### config.mk
export PLATFORM = sky130hd
export DESIGN_NAME = brt_cfg_regs
export DESIGN_NICKNAME = d
export VERILOG_FILES = /design/src/hdl/brt_pkg.sv /design/src/hdl/brt_cfg_regs.sv
export SDC_FILE = /design/constraint.sdc
export NUM_CORES = 1
export LEC_CHECK = 0
export ABC_AREA = 1
export BUFFER_PORTS_ARGS = -buffer_cell sky130_fd_sc_hd__buf_2
export CAP_MARGIN = 10
export CELL_PAD_IN_SITES_DETAIL_PLACEMENT = 0
export CELL_PAD_IN_SITES_GLOBAL_PLACEMENT = 1
export CORE_ASPECT_RATIO = 0.7
export CORE_MARGIN = 4
export CORE_UTILIZATION = 38
export DETAILED_ROUTE_END_ITERATION = 12
export PLACE_DENSITY_LB_ADDON = 0.1
export SLEW_MARGIN = 15
export SYNTH_ARGS = -nofsm -noshare
export SYNTH_HDL_FRONTEND = slang
export SYNTH_SLANG_ARGS = --single-unit
### constraint.sdc
create_clock -name i_clk -period 1.75 [get_ports i_clk]
set_clock_uncertainty 0.2 [all_clocks]
set_input_delay 0.0875 -clock i_clk [delete_from_list [all_inputs] [get_ports i_clk]]
set_output_delay 0.0875 -clock i_clk [all_outputs]
set_load 0.02 [all_outputs]
### src/hdl/brt_pkg.sv
// ----------------------------------------------------------------------------
// brt_pkg
// Shared types, codes and helpers of the bandwidth reservation table.
// ----------------------------------------------------------------------------
`default_nettype none

package brt_pkg;

    localparam int unsigned DEF_TABLE_ENTRIES = 64;
    localparam int unsigned DEF_NUM_IFACES    = 4;
    localparam int unsigned DEF_SWEEP_TICKS   = 10;
    localparam logic [15:0] DEFAULT_HOLD_RST  = 16'd60;

    typedef enum logic [1:0] {
        CMD_TICK    = 2'd0,
        CMD_RESERVE = 2'd1,
        CMD_RELEASE = 2'd2,
        CMD_QUERY   = 2'd3
    } t_cmd;

    typedef enum logic [1:0] {
        ST_OK        = 2'd0,
        ST_INSUF     = 2'd1,
        ST_FULL      = 2'd2,
        ST_NOT_FOUND = 2'd3
    } t_status;

    typedef enum logic [2:0] {
        REG_CAP0  = 3'd0,
        REG_CAP1  = 3'd1,
        REG_CAP2  = 3'd2,
        REG_CAP3  = 3'd3,
        REG_HOLD  = 3'd4
    } t_reg_idx;

    // one table entry as stored in the memory
    typedef struct packed {
        logic [1:0]  iface;
        logic [15:0] user;
        logic [15:0] task_id;
        logic [31:0] amount;
        logic [31:0] expiry;
    } t_entry;

    // configuration registers as seen by the core
    typedef struct packed {
        logic [3:0][31:0] cap;
        logic [15:0]      hold;
    } t_cfg;

    function automatic logic [31:0] sat_add32(input logic [31:0] a, input logic [31:0] b);
        logic [32:0] s;
        s = {1'b0, a} + {1'b0, b};
        return s[32] ? 32'hFFFF_FFFF : s[31:0];
    endfunction

    function automatic logic [31:0] sat_sub32(input logic [31:0] a, input logic [31:0] b);
        return (b > a) ? 32'd0 : a - b;
    endfunction

endpackage

`default_nettype wire

### src/hdl/brt_cfg_regs.sv
// ----------------------------------------------------------------------------
// brt_cfg_regs
// Capacity and default hold registers behind the configuration write port.
// ----------------------------------------------------------------------------
`default_nettype none

module brt_cfg_regs (
    input  wire logic        i_clk,
    input  wire logic        i_rst_n,
    input  wire logic        i_cfg_valid,
    input  wire logic [2:0]  i_cfg_index,
    input  wire logic [31:0] i_cfg_data,
    output brt_pkg::t_cfg    o_cfg
);
    import brt_pkg::*;

    t_cfg r_cfg;

    assign o_cfg = r_cfg;

    // register write decode, unknown indexes ignored
    always_ff @(posedge i_clk) begin
        if (!i_rst_n) begin
            r_cfg.cap  <= '0;
            r_cfg.hold <= DEFAULT_HOLD_RST;
        end else if (i_cfg_valid) begin
            unique case (i_cfg_index)
                REG_CAP0: r_cfg.cap[0] <= i_cfg_data;
                REG_CAP1: r_cfg.cap[1] <= i_cfg_data;
                REG_CAP2: r_cfg.cap[2] <= i_cfg_data;
                REG_CAP3: r_cfg.cap[3] <= i_cfg_data;
                REG_HOLD: r_cfg.hold   <= i_cfg_data[15:0];
                default:  ;
            endcase
        end
    end

endmodule

`default_nettype wire

==> impl_metrics.tcl <==
set metrics [dict create \
    antenna_found_initial 0 \
    post_synth_main_area_contributors "dfxtp_1 (49%), nor2_1 (18%), nand3_1 (12%), nand2_1 (9.7%), buf_6 (3.6%)" \
    route.detailed.drc 0 \
    rows 37 \
    final-setup-viol-count 0 \
    ys_ff_latch 144 \
    grt_overflow 0 \
    final.min_clock_period_ps 1570 \
    dieWidth_um 157 \
    avgRoutedWirePerCell_um 15.4 \
    path_max_fanout 31 \
    clkLatencyLatePin_ps 420 \
    fillers 1515 \
    fin_nets 1068 \
    dieArea_sq_um 17600 \
    grt_first_pass_wirelength_um 29900 \
    cts_tree "built" \
    holdWs_ps 84.8 \
    grt_pass1_vias 5465 \
    drt-initial-drc-count 415 \
    cts_resized 0 \
    worst_pin_slew_ps 435 \
    numCtsBuffers 17 \
    r2r_start "o_cfg[63]" \
    critical_path_class "in2reg" \
    start_util_pct 39.4 \
    rsz0062_at_grt "no" \
    worstHoldEndpoint "o_cfg[122]" \
    fin_crit_sh_pct 89.6 \
    h-tree-depth 4 \
    cts_sinks 144 \
    setup_tns_ps 0 \
    synth.avg_cell_area_sq_um 7.13 \
    syn-num-nets 865 \
    synth-async-reset-ratio_pct 0 \
    grt_start_max_net_pins 72 \
    placeableCoreArea_sq_um 15000 \
    finalHoldViolations 0 \
    outcome "complete, no violations" \
    port_buffers 181 \
    arrival_ps 1730 \
    rrSetupSlack_ps 940 \
    timing.rr.end "o_cfg[63]" \
    vias 5763 \
    die_h_um 112 \
    synth_flop_cell "dfxtp_1" \
    yosys_warnings 0 \
    num_io_pins 182 \
    synth_top_cell_by_area "dfxtp_1" \
    ys_seq_area_share_pct 48.9 \
    max_freq_ghz 0.638 \
    max-vdd-ir-drop_mv 0.735 \
    hold_buffers 40 \
    post-synth-top-count-cell "nor2_1" \
    root_buffer "clkbuf_16" \
    synth_area_sq_um 5900 \
    largest_register_ffs 144 \
    drt_first_pass_iters 5 \
    dp_hpwl_um 12700 \
    min-delay-path-class "in2reg" \
    critPathRequiredTime_ps 1910 \
    clk_pin_slew_ps 60 \
    synth_edf_count 0 \
    detail_route.wirelength_um 19000 \
    synth.distinct_cells 13 \
    gp_routability_congestion 0.800 \
    area.growth.synth_to_final_pct 34.9 \
    clockBufferDepth 2 \
    synth_common_cells "nor2_1 (281), nand2_1 (152), dfxtp_1 (144), nand3_1 (144), inv_1 (34)" \
    p_per_area_nw_per_um2 1080 \
    ff2ff_path_depth 2 \
    antenna_cells 0 \
    cp-start-kind "input port" \
    grt.total_usage_pct 21.4 \
    maxCapViolCount 0 \
    vias_per_cell 4.66 \
    worstHoldStart "i_cfg_index[2]" \
    maxSlewViolCount 0 \
    power_leakage_nw 3.91 \
    drive_gt1_share_pct 23.7 \
    relSlewSlack_pct 70.9 \
    min_delay_path_depth 6 \
    postCtsSetupRepairBufs 0 \
    antenna_left 0 \
    netlist_instances 827 \
    synth_top_area_share_pct 48.9 \
    end_kind "flop" \
]
## per-stage QoR
stage,area [sq um],power [mW],util [%],cells,setup slack [ps]
after floorplan,5900,4.13,-,827,719
after global placement,6880,4.44,46.0,1166,420
after detailed placement,6880,4.44,46.0,1166,384
after CTS,7950,8.66,53.2,1237,221
after global routing,7950,8.90,53.2,1237,84.2
final,7950,8.60,53.2,1237,182
## metal layers
metal  global-route usage [%]  vias up  wire length [um]
met2                     30.5      178              7910
met1                     31.1     2600              9400
met4                     5.90        0               243
met3                     6.71       21              1450
li1                         -     2964                 -
met5                        0        -                 0
## worst max-delay path by stage
stage	from	endpoint	cells past startpoint
floorplan	i_cfg_index[1]	o_cfg[41]	5
CTS	i_rst_n	o_cfg[133]	5
finish	i_rst_n	o_cfg[133]	5
detailed placement	i_cfg_index[0]	o_cfg[134]	7
global placement	i_cfg_index[0]	o_cfg[135]	7
global route	i_cfg_index[0]	o_cfg[12]	7
## where the power goes
| group | internal (mW) | switching, mW | total, mW |
|---|---|---|---|
| Clock | 2.72 | 1.45 | 4.17 |
| Combinational | 0.343 | 0.630 | 0.973 |
| Sequential | 3.39 | 0.0634 | 3.46 |
| Total | 6.46 | 2.14 | 8.60 |
## area by class of cell
| cell class | count | area [sq um] | share of cell area [%] |
|---|---|---|---|
| inverter | 38 | 143 | 1.79 |
| clock buffer | 19 | 443 | 5.57 |
| sequential | 144 | 2880 | 36.2 |
| tap | 195 | 244 | 3.07 |
| multi-input combinational | 588 | 2450 | 30.8 |
| timing repair buffer | 241 | 1560 | 19.6 |
| clock inverter | 12 | 230 | 2.89 |
## kinds of logic after synthesis
kind of cell | Yosys count | share of synthesized area [%]
AND/OR/NAND/NOR | 588 | 41.4
flip-flops | 144 | 48.9
buffers and inverters | 95 | 9.74
## critical path: stages
cell	delay (ps)
dlygate4sd3_1	530
buf_4	350
nand2_1	100
dlygate4sd3_1	560
nor2_1	80
## cells in the final DEF, fill, tap and decap left out
cell type      count
clkinv_4           1
inv_1             34
nor2_4             7
nand2_1          152
clkbuf_16         17
clkbuf_1           1
dfxtp_1          144
buf_4             13
bufinv_16          6
nor2_2             2
nand2_2            3
clkinvlp_4         2
buf_2            180
nor2_1           280
nand3_1          144
dlygate4sd3_1     40
buf_12             8
inv_6              3
inv_2              4
clkbuf_8           1
Power figures use the tool's default switching activity.
